===== src/hdl/assert_macros.svh =====
// Assertion helpers shared by the RTL. All checks are sampled on the rising
// edge of clk; BSL_ASSERT checks are switched off while arst_n is low.
`ifndef ASSERT_MACROS_SVH
`define ASSERT_MACROS_SVH

// Concurrent check on clk, disabled during reset.
`define BSL_ASSERT(label, prop, msg) \
	label: assert property (@(posedge clk) disable iff (!arst_n) (prop)) else $error(msg);

// Same check, but also evaluated while reset is asserted.
`define BSL_ASSERT_ALWAYS(label, prop, msg) \
	label: assert property (@(posedge clk) (prop)) else $error(msg);

`endif


===== src/hdl/bsl_pkg.sv =====
// ----------------------------------------------------------------------------
// bsl_pkg
// Shared types and constants of the button short/long press classifier.
// ----------------------------------------------------------------------------
package bsl_pkg;

	// Fixed field widths.
	localparam int PIN_W     = 4;
	localparam int CFG_W     = 10;
	localparam int CNT_W     = 11;
	localparam int CFG_IDX_W = 1;

	localparam logic [CNT_W-1:0] CNT_MAX = {CNT_W{1'b1}};

	// Register reset values.
	localparam logic [CFG_W-1:0] DEBOUNCE_RST = 10'd5;
	localparam logic [CFG_W-1:0] LONG_RST     = 10'd100;

	// Default lane count.
	localparam int NUM_BUTTONS_DEF = 4;

	// Register indexes of the configuration port.
	typedef enum logic [CFG_IDX_W-1:0] {
		CFG_DEBOUNCE = 1'b0,
		CFG_LONG     = 1'b1
	} cfg_idx_t;

	// Per-button press state.
	typedef enum logic [1:0] {
		PS_RELEASED = 2'd0,
		PS_PRESSED  = 2'd1,
		PS_LONG     = 2'd2
	} press_state_t;

	// What one lane found on one tick.
	typedef struct packed {
		logic short_hit;
		logic long_hit;
	} lane_evt_t;

endpackage


===== src/hdl/bsl_if.sv =====
// ----------------------------------------------------------------------------
// bsl_tick_if / bsl_press_if
// Valid/ready channels for scan ticks and press results.
// ----------------------------------------------------------------------------
interface bsl_tick_if;
	logic                          valid;
	logic                          ready;
	logic [bsl_pkg::PIN_W-1:0]     pin_levels;

	modport source (output valid, output pin_levels, input ready);
	modport sink   (input valid, input pin_levels, output ready);
endinterface

interface bsl_press_if;
	logic                          valid;
	logic                          ready;
	logic [bsl_pkg::PIN_W-1:0]     short_press_mask;
	logic [bsl_pkg::PIN_W-1:0]     long_press_mask;

	modport source (output valid, output short_press_mask, output long_press_mask,
		input ready);
	modport sink   (input valid, input short_press_mask, input long_press_mask,
		output ready);
endinterface


===== src/hdl/button_short_long_press_classifier_unit.sv =====
// ----------------------------------------------------------------------------
// button_short_long_press_classifier_unit
// Classifies button presses as short or long, one scan tick per beat.
// ----------------------------------------------------------------------------
// Usage: every beat on the tick channel carries the active-low pin levels of
// the buttons for one scan tick. For every tick beat exactly one beat leaves
// on the press channel, with a short-press mask and a long-press mask.
// A tick's result is registered: it shows in the cycle after the tick is
// accepted. Throughput is one tick per cycle while the receiver takes each
// beat. Each button has its own lane whose state and counter update on
// every accepted tick; lanes run in parallel into a merging output register.
// The tick channel stays ready while the output register is empty or is
// being emptied in the same cycle, so when the receiver stalls the block
// holds one result and then stops taking ticks until that beat is taken.
// Reset (arst_n low) puts every button in the released state with a zero
// counter, empties the output register and loads the threshold registers
// with 5 (debounce) and 100 (long press). Thresholds are written through
// cfg_we/cfg_index/cfg_wdata while no tick is in flight.
// ----------------------------------------------------------------------------
`include "assert_macros.svh"

module button_short_long_press_classifier_unit #(
	parameter int NUM_BUTTONS = bsl_pkg::NUM_BUTTONS_DEF
) (
	input  logic                                clk,
	input  logic                                arst_n,
	input  logic                                cfg_we,
	input  logic [bsl_pkg::CFG_IDX_W-1:0]       cfg_index,
	input  logic [bsl_pkg::CFG_W-1:0]           cfg_wdata,
	bsl_tick_if.sink                            tick,
	bsl_press_if.source                         press
);

	// Only the pins that exist on the tick field can ever change a mask bit.
	localparam int NUM_LANES = (NUM_BUTTONS < bsl_pkg::PIN_W) ? NUM_BUTTONS
		: bsl_pkg::PIN_W;

	logic [bsl_pkg::CFG_W-1:0] debounce_q;
	logic [bsl_pkg::CFG_W-1:0] long_q;
	logic                      tick_fire;
	logic                      out_valid;
	bsl_pkg::lane_evt_t        evt [NUM_LANES];

	// Threshold registers. The user must write them only while the block is idle; the block itself does not enforce this.
	always_ff @(posedge clk or negedge arst_n) begin
		if (!arst_n) begin
			debounce_q <= bsl_pkg::DEBOUNCE_RST;
			long_q     <= bsl_pkg::LONG_RST;
		end else if (cfg_we) begin
			case (bsl_pkg::cfg_idx_t'(cfg_index))
				bsl_pkg::CFG_DEBOUNCE: debounce_q <= cfg_wdata;
				bsl_pkg::CFG_LONG:     long_q     <= cfg_wdata;
				default: begin
					debounce_q <= debounce_q;
				end
			endcase
		end
	end

	// The output register can take a new result when it is empty or its
	// current beat leaves in this same cycle.
	assign tick.ready = !out_valid || press.ready;
	assign tick_fire  = tick.valid && tick.ready;

	// One lane per button; a low pin means the button is held.
	for (genvar i = 0; i < NUM_LANES; i++) begin : g_lane
		bsl_lane u_lane (
			.clk              (clk),
			.arst_n           (arst_n),
			.fire             (tick_fire),
			.down             (!tick.pin_levels[i]),
			.debounce_ticks   (debounce_q),
			.long_press_ticks (long_q),
			.evt              (evt[i])
		);
	end

	bsl_merge #(
		.NUM_LANES (NUM_LANES)
	) u_merge (
		.clk        (clk),
		.arst_n     (arst_n),
		.fire       (tick_fire),
		.evt        (evt),
		.out_ready  (press.ready),
		.out_valid  (out_valid),
		.short_mask (press.short_press_mask),
		.long_mask  (press.long_press_mask)
	);

	assign press.valid = out_valid;

	// A short press comes from a release and a long press from a held pin,
	// so no button can report both in one result.
	`BSL_ASSERT(a_no_dual_event, press.valid |-> ((press.short_press_mask & press.long_press_mask) == '0), "button reported short and long press in one beat")
	// Every accepted tick produces a result in the next cycle.
	`BSL_ASSERT(a_tick_gives_result, tick_fire |=> press.valid, "accepted tick produced no result")
	// An empty output register never blocks the tick channel.
	`BSL_ASSERT_ALWAYS(a_ready_when_empty, !press.valid |-> tick.ready, "tick channel stalled with empty output register")

endmodule


===== src/hdl/bsl_lane.sv =====
// ----------------------------------------------------------------------------
// bsl_lane
// One button: press state machine and saturating held-tick counter.
// ----------------------------------------------------------------------------
module bsl_lane (
	input  logic                             clk,
	input  logic                             arst_n,
	input  logic                             fire,
	input  logic                             down,
	input  logic [bsl_pkg::CFG_W-1:0]        debounce_ticks,
	input  logic [bsl_pkg::CFG_W-1:0]        long_press_ticks,
	output bsl_pkg::lane_evt_t               evt
);

	bsl_pkg::press_state_t            state_q, state_d;
	logic [bsl_pkg::CNT_W-1:0]        cnt_q, cnt_d, cnt_inc;

	always_ff @(posedge clk or negedge arst_n) begin
		if (!arst_n) begin
			state_q <= bsl_pkg::PS_RELEASED;
			cnt_q   <= '0;
		end else if (fire) begin
			state_q <= state_d;
			cnt_q   <= cnt_d;
		end
	end

	assign cnt_inc = (cnt_q == bsl_pkg::CNT_MAX) ? cnt_q : cnt_q + 1'b1;

	always_comb begin
		state_d = state_q;
		cnt_d   = cnt_q;
		evt     = '0;
		if (down) begin
			case (state_q)
				bsl_pkg::PS_RELEASED: begin
					cnt_d   = '0;
					state_d = bsl_pkg::PS_PRESSED;
				end
				bsl_pkg::PS_PRESSED: begin
					cnt_d = cnt_inc;
					if (cnt_inc > {1'b0, long_press_ticks}) begin
						state_d      = bsl_pkg::PS_LONG;
						evt.long_hit = 1'b1;
					end
				end
				default: begin
					// Long-pressed (and the unused code) simply hold.
					state_d = state_q;
				end
			endcase
		end else begin
			if (state_q == bsl_pkg::PS_PRESSED && cnt_q > {1'b0, debounce_ticks})
				evt.short_hit = 1'b1;
			state_d = bsl_pkg::PS_RELEASED;
		end
	end

endmodule


===== src/hdl/bsl_merge.sv =====
// ----------------------------------------------------------------------------
// bsl_merge
// Gathers the lane events into the two masks and holds them in the output
// register until the receiver takes the beat.
// ----------------------------------------------------------------------------
module bsl_merge #(
	parameter int NUM_LANES = bsl_pkg::NUM_BUTTONS_DEF
) (
	input  logic                             clk,
	input  logic                             arst_n,
	input  logic                             fire,
	input  bsl_pkg::lane_evt_t               evt [NUM_LANES],
	input  logic                             out_ready,
	output logic                             out_valid,
	output logic [bsl_pkg::PIN_W-1:0]        short_mask,
	output logic [bsl_pkg::PIN_W-1:0]        long_mask
);

	logic [bsl_pkg::PIN_W-1:0] short_d, long_d;
	logic                      valid_q;
	logic [bsl_pkg::PIN_W-1:0] short_q, long_q;

	for (genvar i = 0; i < bsl_pkg::PIN_W; i++) begin : g_bit
		if (i < NUM_LANES) begin : g_lane
			assign short_d[i] = evt[i].short_hit;
			assign long_d[i]  = evt[i].long_hit;
		end else begin : g_none
			assign short_d[i] = 1'b0;
			assign long_d[i]  = 1'b0;
		end
	end

	always_ff @(posedge clk or negedge arst_n) begin
		if (!arst_n)
			valid_q <= 1'b0;
		else if (fire)
			valid_q <= 1'b1;
		else if (out_ready)
			valid_q <= 1'b0;
	end

	always_ff @(posedge clk) begin
		if (fire) begin
			short_q <= short_d;
			long_q  <= long_d;
		end
	end

	assign out_valid  = valid_q;
	assign short_mask = short_q;
	assign long_mask  = long_q;

endmodule

===== src/flat_wrapper.sv =====
// flat-port wrapper written by rule: the top's interface ports become plain ports
module button_short_long_press_classifier_unit_flat 
#(
	parameter int NUM_BUTTONS = bsl_pkg::NUM_BUTTONS_DEF
)
  (clk, arst_n, cfg_we, cfg_index, cfg_wdata, tick_valid, tick_pin_levels, tick_ready, press_valid, press_short_press_mask, press_long_press_mask, press_ready);
  bsl_tick_if tick_i ();
  bsl_press_if press_i ();
  input  logic clk;
  input  logic arst_n;
  input  logic cfg_we;
  input  logic [bsl_pkg::CFG_IDX_W-1:0] cfg_index;
  input  logic [bsl_pkg::CFG_W-1:0] cfg_wdata;
  input wire logic [$bits(tick_i.valid)-1:0] tick_valid;
  input wire logic [$bits(tick_i.pin_levels)-1:0] tick_pin_levels;
  output wire logic [$bits(tick_i.ready)-1:0] tick_ready;
  output wire logic [$bits(press_i.valid)-1:0] press_valid;
  output wire logic [$bits(press_i.short_press_mask)-1:0] press_short_press_mask;
  output wire logic [$bits(press_i.long_press_mask)-1:0] press_long_press_mask;
  input wire logic [$bits(press_i.ready)-1:0] press_ready;
  assign tick_i.valid = tick_valid;
  assign tick_i.pin_levels = tick_pin_levels;
  assign tick_ready = tick_i.ready;
  assign press_valid = press_i.valid;
  assign press_short_press_mask = press_i.short_press_mask;
  assign press_long_press_mask = press_i.long_press_mask;
  assign press_i.ready = press_ready;
  button_short_long_press_classifier_unit #(.NUM_BUTTONS(NUM_BUTTONS)) u_core (.clk(clk), .arst_n(arst_n), .cfg_we(cfg_we), .cfg_index(cfg_index), .cfg_wdata(cfg_wdata), .tick(tick_i), .press(press_i));
endmodule

===== config.mk =====
export PLATFORM = sky130hd
export DESIGN_NAME = button_short_long_press_classifier_unit_flat
export DESIGN_NICKNAME = d
export VERILOG_FILES = /design/src/hdl/bsl_pkg.sv /design/src/hdl/bsl_if.sv /design/src/hdl/button_short_long_press_classifier_unit.sv /design/src/hdl/bsl_lane.sv /design/src/hdl/bsl_merge.sv /design/src/flat_wrapper.sv
export VERILOG_INCLUDE_DIRS = /design/src /design/src/hdl
export SDC_FILE = /design/constraint.sdc
export NUM_CORES = 1
export LEC_CHECK = 0
export BUFFER_PORTS_ARGS = -buffer_cell sky130_fd_sc_hd__buf_4
export CAP_MARGIN = 20
export CORE_MARGIN = 4
export CORE_UTILIZATION = 45
export CTS_BUF_LIST = sky130_fd_sc_hd__clkbuf_16
export CTS_CLUSTER_DIAMETER = 150
export DETAILED_ROUTE_END_ITERATION = 6
export GPL_ROUTABILITY_DRIVEN = 0
export PLACE_DENSITY = 0.6
export SLEW_MARGIN = 20
export SYNTH_ARGS = -nofsm -noshare
export SYNTH_HDL_FRONTEND = slang
export SYNTH_HIERARCHICAL = 1
export SYNTH_SLANG_ARGS = --single-unit
export TNS_END_PERCENT = 100

===== constraint.sdc =====
create_clock -name clk -period 3.4 [get_ports clk]
set_input_delay 0.68 -clock clk [delete_from_list [all_inputs] [get_ports clk]]
set_output_delay 0.68 -clock clk [all_outputs]
set_load 0.05 [all_outputs]

==> flow_summary_export.csv, run 1 <==
group,metric,value,unit
outcome,status,"finished, final reports clean",
floorplanning,start_util,0.467,
logic_synthesis,synth_area_leaders,"dfrtp_1, ha_1, inv_1",
logic_synthesis,synthesis.nets,838,
route,wl_met3,653,um
route,vias,5475,
worst_setup_path,start_kind,"register",
logic_synthesis,postSynthCellCount,734,
timing,tightest_slew,0.955,ns
logic_synthesis,synthArstFlopShare,0.901,
timing,grt_setup_unrepaired,"false",
logic_synthesis,ys.flop_type,"dfrtp_1",
clock_network,htreeDepth,3,
logic_synthesis,ys_ff_latch,81,
worst_setup_path,cp-end-kind,"register",
logic_synthesis,syn_avg_cell_area,8.98,um2
route,wl_met1,7760,um
place,port_buffers,29,
clock_network,path_clk_slew,0.06,ns
route,drc_errors,0,
clock_network,clockBufferDepth,2,
route,post_drt_wl_per_cell,17.5,um
finish,fin_util,0.519,
logic_synthesis,yosysWarnings,6,
worst_setup_path,r2r_start,"u_core/g_lane[1].u_lane/cnt_q[1]$_DFFE_PN0P_",
worst_hold_path,hp-class,"in2async",
clock_network,cts-buffers-inserted,9,
timing,setup_viol,0,
clock_network,cts_root_buf,"clkbuf_16",
global_routing,grt_usage,0.211,
global_routing,overflow,0,
logic_synthesis,synth_edf_count,8,
route,routed_wl,16600,um
worst_setup_path,crit_path_start,"u_core/g_lane[1].u_lane/cnt_q[1]$_DFFE_PN0P_",
global_routing,grt_max_degree,74,
clock_network,clk_latency,0.35,ns
timing,fmax,335,MHz
floorplanning,die_h,129,um
timing,fin_crit_sh,0.877,
floorplanning,fp.dieW,129,um
route,wl_met2,7950,um
route,drt_iter0_drc,385,
timing,finalClockSkew,0.00737,ns
power_and_ir_drop,p_leak,3.71,nW
floorplanning,ioPinCount,30,
worst_setup_path,arrival,3.22,ns
logic_synthesis,yosysUniqueCellTypes,66,
clock_network,ctsHoldBuffers,0,
timing,maxSlewViolCount,0,
power_and_ir_drop,ir_drop,347,uV
logic_synthesis,syn_area,0.00659,mm2
global_routing,antenna_found_initial,0,
floorplanning,die-area,0.0166,mm2
place,placed_cells,935,
place,post-dp-hpwl,12500,um
clock_network,clock_sinks,81,
clock_network,cts_tree,"done",
floorplanning,core-area,0.0141,mm2
timing,fin_tns_setup,0,ns
worst_setup_path,worstSetupPathType,"reg2reg",
worst_setup_path,critPathRequiredTime,3.64,ns
logic_synthesis,synth.largest_area_cell,"dfrtp_1",
clock_network,cts_resized,0,
route,routed_via_density,5.76,
worst_setup_path,crit_fanout,9,
timing,min_period,2.98,ns
run,max_cap_viol_count,0,
global_routing,grt_pass1_vias,5381,
logic_synthesis,synth.top_cell.area_share,0.258,
clock_network,post_cts_buffers,0,
finish,fin_nets,870,
route,dr.pass1.iters,5,
logic_synthesis,ys_seq_area_frac,0.315,
floorplanning,rows,43,
finish,area_growth_syn_to_layout,11.0,%
timing,final_hold_viol_count,0,
timing,slew_headroom,0.363,
finish,antenna-diode-count,0,
route,top_layer,"met4",
power_and_ir_drop,power_density,471,mW/mm2
route,drtAntennaViolNets,0,
finish,layout.cells.non_filler,951,
global_routing,grt_pass1_wl,27400,um
finish,drive_gt1_frac,0.157,
==> report_power, final <==
part | switching, mW | internal (mW) | leakage (nW) | total (mW)
sequential | 0.209 | 1.09 | 1.02 | 1.30
combinational | 0.537 | 0.461 | 2.53 | 0.998
clock | 0.425 | 0.717 | 0.162 | 1.14
==> state kept, by name, indices dropped and copies added, names as in the netlist <==
name	flops
u_core/g_lane.u_lane/cnt_q	44
u_core/g_lane.u_lane/state_q	8
u_core/u_merge/short_mask	4
u_core/debounce_q	10
u_core/long_q	10
u_core/u_merge/long_mask	4
u_core/u_merge/out_valid	1
==> worst max-delay path, cell delays in order, from the launching register on <==
cell,delay (ns)
dfrtp_1,0.44
ha_1,0.25
nand3_2,0.16
or4_4,0.63
nand2_1,0.14
xnor2_1,0.08
ha_1,0.29
nand4_1,0.13
a21oi_1,0.16
nor3_1,0.07
o221a_2,0.31
o21ba_2,0.21
==> path summary, 6_finish.rpt <==
check | to | slack (ns) | cells after the start
hold / removal | u_core/g_lane[3].u_lane/cnt_q[7]$_DFFE_PN0P_ | 0.47 | 1
min in group clk | u_core/u_merge/out_valid$_DFFE_PN0P_ | 0.51 | 1
setup / recovery | u_core/g_lane[1].u_lane/state_q[0]$_DFFE_PN0P_ | 0.42 | 11
max in group asynchronous | u_core/g_lane[0].u_lane/cnt_q[5]$_DFFE_PN0P_ | 2.30 | 1
setup reg to reg | u_core/g_lane[1].u_lane/state_q[0]$_DFFE_PN0P_ | 0.42 | 11
hold reg to reg | u_core/u_merge/out_valid$_DFFE_PN0P_ | 0.51 | 1
==> synth_stat cells (3+ instances only) <==
cell type   n
inv_1      88
ha_1       84
nand2_1    78
dfrtp_1    68
a21oi_1    41
nor2_1     36
o21ai_0    26
a21o_1     20
nand3_1    20
a31oi_1    19
xnor2_1    18
nand4_1    17
nor3_1     13
mux2_2     12
a22o_1     10
mux2_4     10
nor2b_1    10
o21a_1      9
o21ai_1     9
and3_1      8
edfxtp_1    8
xor2_1      8
a211oi_1    6
nand2b_1    6
o31ai_1     6
and4_4      5
buf_6       5
dfstp_2     5
or2_2       5
a32o_1      4
and3_2      4
nand3b_1    4
o2111ai_1   4
o221a_2     4
o22ai_1     4
and2_1      3
and2_4      3
buf_2       3
nand2_2     3
nand4_2     3
o21ba_1     3
o311ai_0    3
or3_1       3
==> through the flow <==
stage          setup WS (ns)  hold WS [ns]  cell area [um2]  power (mW)
2_1_floorplan          0.578         0.384             6590        2.00
3_3_place_gp           0.530         0.496             6970        2.26
3_5_place_dp           0.467         0.506             6970        2.32
4_1_cts                0.442         0.521             7310        3.47
5_1_grt                0.205         0.560             7310        3.70
6_report               0.418         0.471             7310        3.44
==> cells by family after synthesis <==
logic type	Yosys count	synth area share
simple gates	236	0.193
compound gates	184	0.189
buf+inv	100	0.0644
fa+ha+maj	84	0.160
flops	81	0.315
xor+xnor	26	0.0346
mux	23	0.0450
==> metal layers <==
metal / track usage / vias to the layer above
met3: 0.0415 / 23
met4: 0.0519 / 0
met1: 0.282 / 2634
met5: 0 / -
met2: 0.353 / 115
li1: - / 2703
==> cell usage in the layout, fill, tap and decap left out, types with 5 or more instances in the layout <==
master	n
xor2_1	8
mux2_4	10
buf_4	33
dfrtp_1	68
a211oi_1	6
nand3_1	20
nand2b_1	6
and4_4	5
nand4_1	17
o21ai_0	26
mux2_2	12
edfxtp_1	8
nor2b_1	10
o21ai_1	9
and3_1	8
inv_1	88
o31ai_1	6
dfstp_2	5
a22o_1	10
o21a_1	9
a31oi_1	19
a21o_1	20
nand2_1	78
nor2_1	36
or2_2	5
ha_1	84
a21oi_1	41
nor3_1	13
xnor2_1	18
clkbuf_16	9
==> area by class of cell <==
cell class	instances	area, um2
clock buffer	9	225
clock inverter	7	119
fill	1337	6780
inverter	88	330
multi-input combinational	553	4090
sequential	81	2070
tap	180	225
timing repair buffer	33	248
(Power assumes the default switching activity.)
==> run 2: changes to the inputs <==
- CORE_UTILIZATION: 45 -> 50
- PLACE_DENSITY: 0.6 -> 0.66
==> flow_summary_export.csv, run 2 (synthesis gave the netlist of run 1 again) <==
group,metric,value,unit
global_routing,grt_pass1_wl,27300,um
worst_setup_path,worstSetupPathType,"reg2reg",
clock_network,path_clk_slew,0.06,ns
global_routing,antenna_found_initial,0,
route,dr.pass1.iters,5,
run,max_cap_viol_count,0,
floorplanning,die-area,0.0151,mm2
route,drt_iter0_drc,428,
worst_setup_path,arrival,3.11,ns
timing,fin_tns_setup,0,ns
timing,min_period,3.01,ns
global_routing,grt_pass1_vias,5457,
worst_hold_path,hp-class,"in2async",
floorplanning,fp.dieW,123,um
global_routing,grt_max_degree,74,
route,vias,5633,
global_routing,overflow,0,
worst_setup_path,crit_path_start,"u_core/g_lane[1].u_lane/cnt_q[1]$_DFFE_PN0P_",
worst_setup_path,crit_path_cell_trace,"ha_1, nand3_2, or4_4, nand2_1, xnor2_1, ha_1, a21oi_1, a21oi_1, nor3_1, o221a_2, nor2_1",
clock_network,cts-buffers-inserted,9,
finish,largest-register,"u_core/g_lane.u_lane/cnt_q",
worst_setup_path,slowest_delay,0.62,ns
clock_network,post_cts_buffers,0,
worst_setup_path,cp-end-kind,"register",
timing,maxSlewViolCount,0,
floorplanning,ioPinCount,30,
clock_network,cts_root_buf,"clkbuf_16",
place,port_buffers,29,
worst_setup_path,crit_fanout,9,
clock_network,ctsHoldBuffers,0,
power_and_ir_drop,power_density,448,mW/mm2
place,post-dp-hpwl,12400,um
clock_network,clock_sinks,81,
power_and_ir_drop,ir_drop,225,uV
clock_network,clk_latency,0.34,ns
timing,setup_viol,0,
finish,fin_nets,870,
worst_setup_path,critPathRequiredTime,3.50,ns
timing,tightest_slew,0.950,ns
floorplanning,core-area,0.0128,mm2
timing,finalClockSkew,0.00675,ns
timing,fin_crit_sh,0.884,
finish,final_common_cell,"inv_1",
finish,drive_gt1_frac,0.150,
floorplanning,start_util,0.516,
timing,fmax,333,MHz
route,post_drt_wl_per_cell,17.7,um
finish,largest_reg_flops,44,
clock_network,cts_tree,"done",
route,drtAntennaViolNets,0,
power_and_ir_drop,total_power,3.24,mW
clock_network,cts_resized,0,
finish,antenna-diode-count,0,
timing,grt_setup_unrepaired,"false",
worst_setup_path,crit_slowest_cell,"or4_4",
worst_setup_path,start_kind,"register",
outcome,status,"finished, final reports clean",
clock_network,clockBufferDepth,2,
power_and_ir_drop,p_leak,3.69,nW
floorplanning,die_h,123,um
route,routed_via_density,5.97,
floorplanning,rows,41,
global_routing,grt_usage,0.232,
finish,reg_top3,"u_core/g_lane.u_lane/cnt_q x44, u_core/debounce_q x10, u_core/long_q x10",
worst_setup_path,r2r_start,"u_core/g_lane[1].u_lane/cnt_q[1]$_DFFE_PN0P_",
route,drc_errors,0,
finish,mostFrequentLayoutCells,"inv_1, ha_1, nand2_1",
clock_network,htreeDepth,3,
route,routed_wl,16700,um
finish,area_growth_syn_to_layout,9.76,%
timing,slew_headroom,0.367,
timing,final_hold_viol_count,0,
-- run 2: cell types whose count changed in the layout (fill, tap and decap cells not counted) --
cell / previous run / this run
bufinv_16: 3 / 0
clkbuf_16: 9 / 10
clkinv_4: 1 / 0
inv_1: 88 / 89
clkinv_1: 0 / 4
clkinvlp_4: 2 / 0
-- run 2: stage by stage --
step	instance area [um2]	instances	util	hold WS, ns	setup slack, ns
floorplan	6590	734	-	0.384	0.578
global placement	6960	927	0.545	0.490	0.565
detailed placement	6960	927	0.545	0.500	0.442
CTS	7230	943	0.566	0.514	0.426
global route	7230	943	0.566	0.546	0.171
finish	7230	943	0.566	0.478	0.395
-- run 2: path summary, 6_finish.rpt --
kind                                                                        to  slack, ns  cells after the start
worst max-delay path                     u_core/u_merge/long_mask[1]$_DFFE_PP_       0.39                     11
worst min-delay path              u_core/g_lane[3].u_lane/cnt_q[5]$_DFFE_PN0P_       0.48                      1
worst max register to register           u_core/u_merge/long_mask[1]$_DFFE_PP_       0.39                     11
worst min register to register            u_core/u_merge/out_valid$_DFFE_PN0P_       0.51                      1
max in group asynchronous       u_core/g_lane[2].u_lane/state_q[1]$_DFFE_PN0P_       2.29                      1
min in group clk                          u_core/u_merge/out_valid$_DFFE_PN0P_       0.51                      1
-- run 2: area by class of cell --
class	count	area, um2
Clock buffer	10	250
Timing Repair Buffer	33	248
Tap cell	172	215
Multi-Input combinational cell	553	4090
Inverter	88	330
Fill cell	1153	5540
Clock inverter	6	23.8
Sequential cell	81	2070
-- run 2: layer usage --
metal	global-route usage	wire, um
met1	0.309	7630
met2	0.392	7990
met3	0.0295	744
met4	0.0742	316
met5	0	0
-- run 2: power breakdown --
group	switching [mW]	internal (mW)	total, mW
Sequential	0.211	1.09	1.30
Combinational	0.550	0.465	1.01
Clock	0.393	0.525	0.918
Total	1.15	2.08	3.24
-- run 2: worst max-delay path: cells and delay by family, from the launching register on --
| kind | cells | cell delay [ns] |
|---|---|---|
| AO/OA/AOI/OAI | 3 | 0.48 |
| flip-flops | 1 | 0.44 |
| AND/OR/NAND/NOR | 5 | 1.19 |
| adder cells (fa/ha/maj) | 2 | 0.53 |
| XOR/XNOR | 1 | 0.12 |
==> run 3: changes to the inputs <==
- PLACE_DENSITY: 0.66 -> 0.69
- clock period: 3.4 -> 2.5 ns (I/O delays scaled with it)
==> flow_summary_export.csv, run 3 (synthesis gave the netlist of run 1 again) <==
group,metric,value,unit
timing,final_hold_viol_count,0,
finish,largest_reg_flops,44,
place,post-dp-hpwl,13100,um
clock_network,clock_sinks,81,
global_routing,grt_pass1_wl,28300,um
floorplanning,core-area,0.0128,mm2
floorplanning,die-area,0.0151,mm2
route,routed_wl,18200,um
clock_network,path_clk_slew,0.06,ns
worst_setup_path,crit_family,"simple AND/OR/NAND/NOR gates",
finish,layout.cells.non_filler,1029,
worst_setup_path,r2r_slack,-0.11,ns
finish,fillers,1006,
route,dr.pass1.iters,5,
timing,grt_setup_unrepaired,"true",
timing,slew_headroom,0.501,
finish,fin_nets,956,
power_and_ir_drop,p_leak,4.18,nW
global_routing,grt_usage,0.241,
timing,finalClockSkew,0.00825,ns
finish,fin_util,0.650,
route,drc_errors,0,
clock_network,cts-buffers-inserted,9,
finish,drive_gt1_frac,0.301,
place,placed_area,0.00753,mm2
power_and_ir_drop,ir_drop,362,uV
floorplanning,ioPinCount,30,
clock_network,ctsHoldBuffers,0,
worst_setup_path,crit_path_cell_trace,"ha_4, nand3_4, or4_4, nand2_2, xnor2_1, ha_1, a21oi_2, a21oi_2, nor3_2, o221a_2, nor2_1",
clock_network,cts_root_buf,"clkbuf_16",
finish,antenna-diode-count,0,
finish,final_common_cell,"buf_4",
global_routing,overflow,0,
floorplanning,fp.dieW,123,um
power_and_ir_drop,total_power,4.84,mW
worst_setup_path,cp_common_cell,"a21oi_2",
worst_setup_path,start_kind,"register",
outcome,violations,"setup timing",
finish,reg_top3,"u_core/g_lane.u_lane/cnt_q x44, u_core/debounce_q x10, u_core/long_q x10",
place,port_buffers,29,
timing,fmax,383,MHz
worst_hold_path,hp-class,"in2async",
finish,mostFrequentLayoutCells,"buf_4, inv_1, ha_1",
timing,setup_viol,5,
power_and_ir_drop,power_density,583,mW/mm2
floorplanning,rows,41,
finish,stdcell_area,0.00830,mm2
route,vias,6106,
worst_setup_path,worstSetupPathType,"reg2reg",
worst_setup_path,cp-end-kind,"register",
route,drtAntennaViolNets,0,
worst_setup_path,crit_fanout,5,
clock_network,clockBufferDepth,2,
timing,min_period,2.61,ns
global_routing,grt_pass1_vias,6055,
global_routing,grt_max_degree,41,
run,max_cap_viol_count,0,
outcome,status,"complete, but fails checks",
timing,tightest_slew,0.749,ns
timing,fin_crit_sh,1.05,
place,placed_cells,999,
worst_setup_path,critPathRequiredTime,2.61,ns
worst_setup_path,arrival,2.72,ns
route,drt_iter0_drc,389,
worst_setup_path,crit_slowest_cell,"or4_4",
clock_network,cts_tree,"done",
route,post_drt_wl_per_cell,17.6,um
global_routing,antenna_found_initial,0,
route,routed_via_density,5.93,
timing,final.setup.worst_slack,-0.113,ns
floorplanning,start_util,0.516,
floorplanning,die_h,123,um
finish,area_growth_syn_to_layout,26.0,%
clock_network,htreeDepth,3,
clock_network,clk_latency,0.35,ns
timing,fin_tns_setup,-0.302,ns
finish,largest-register,"u_core/g_lane.u_lane/cnt_q",
worst_setup_path,slowest_delay,0.49,ns
worst_setup_path,critPathBufInv,0,
timing,maxSlewViolCount,0,
run 3: changes by cell type in the layout (fill, tap and decap cells not counted), moves of 5 or more:
cell,previous run,this run
buf_4,33,115
ha_1,84,74
nor3_2,0,7
nand2_2,3,8
a21oi_2,2,10
nor3_1,13,6
xnor2_2,0,5
a21oi_1,41,32
ha_4,0,8
nand3_1,20,15
nand2_1,78,72
xnor2_1,18,13
run 3: per-layer routing:
metal,vias to the layer above,track usage,routed length (um)
met5,-,0,0
met2,196,0.419,8960
met3,40,0.0442,928
met1,2981,0.297,7820
li1,2889,-,-
met4,0,0.0882,443
run 3: metrics by stage:
step | hold WS [ns] | setup slack, ns
finish | 0.129 | -0.113
global route | 0.170 | -0.239
CTS | 0.148 | -0.110
detailed placement | 0.510 | -0.110
global placement | 0.491 | -0.0216
floorplan | 0.204 | -0.108
run 3: where the power goes:
part           total, mW  internal [mW]  switching [mW]
clock network       1.25          0.714           0.540
logic               1.89          0.892           0.995
registers           1.70           1.49           0.209
run 3: worst reg2reg max path, stage by stage (launching register included):
cell and delay (ns):
dfrtp_1 0.39, ha_4 0.17, nand3_4 0.11, or4_4 0.49, nand2_2 0.10, xnor2_1 0.07, ha_1 0.34, a21oi_2 0.16
a21oi_2 0.06, nor3_2 0.18, o221a_2 0.25, nor2_1 0.05
run 3: area by class of cell:
cell class	instances	area [um2]	share of cell area
Multi-Input combinational cell	555	4520	0.545
Inverter	88	330	0.0398
Clock buffer	10	250	0.0302
Tap cell	172	215	0.0259
Sequential cell	81	2070	0.250
Timing Repair Buffer	117	886	0.107
Clock inverter	6	23.8	0.00286
run 3: path summary, 6_finish.rpt:
kind | startpoint | end | cells after the start
setup / recovery | u_core/g_lane[1].u_lane/cnt_q[1]$_DFFE_PN0P_ | u_core/u_merge/long_mask[1]$_DFFE_PP_ | 11
hold / removal | arst_n | u_core/g_lane[2].u_lane/cnt_q[10]$_DFFE_PN0P_ | 1
setup reg to reg | u_core/g_lane[1].u_lane/cnt_q[1]$_DFFE_PN0P_ | u_core/u_merge/long_mask[1]$_DFFE_PP_ | 11
hold reg to reg | u_core/u_merge/out_valid$_DFFE_PN0P_ | u_core/u_merge/out_valid$_DFFE_PN0P_ | 1
max in group asynchronous | arst_n | u_core/g_lane[3].u_lane/cnt_q[3]$_DFFE_PN0P_ | 2
min in group clk | cfg_wdata[9] | u_core/debounce_q[9]$_DFFE_PN0P_ | 2
run 3: timing repair:
action                                  CTS  global route
pin swaps                                 5            50
endpoints found under the setup margin   10            12
hold endpoints to repair                  0             0
resized for setup                         6            67
buffers inserted                          5             9
gates cloned                              2             0
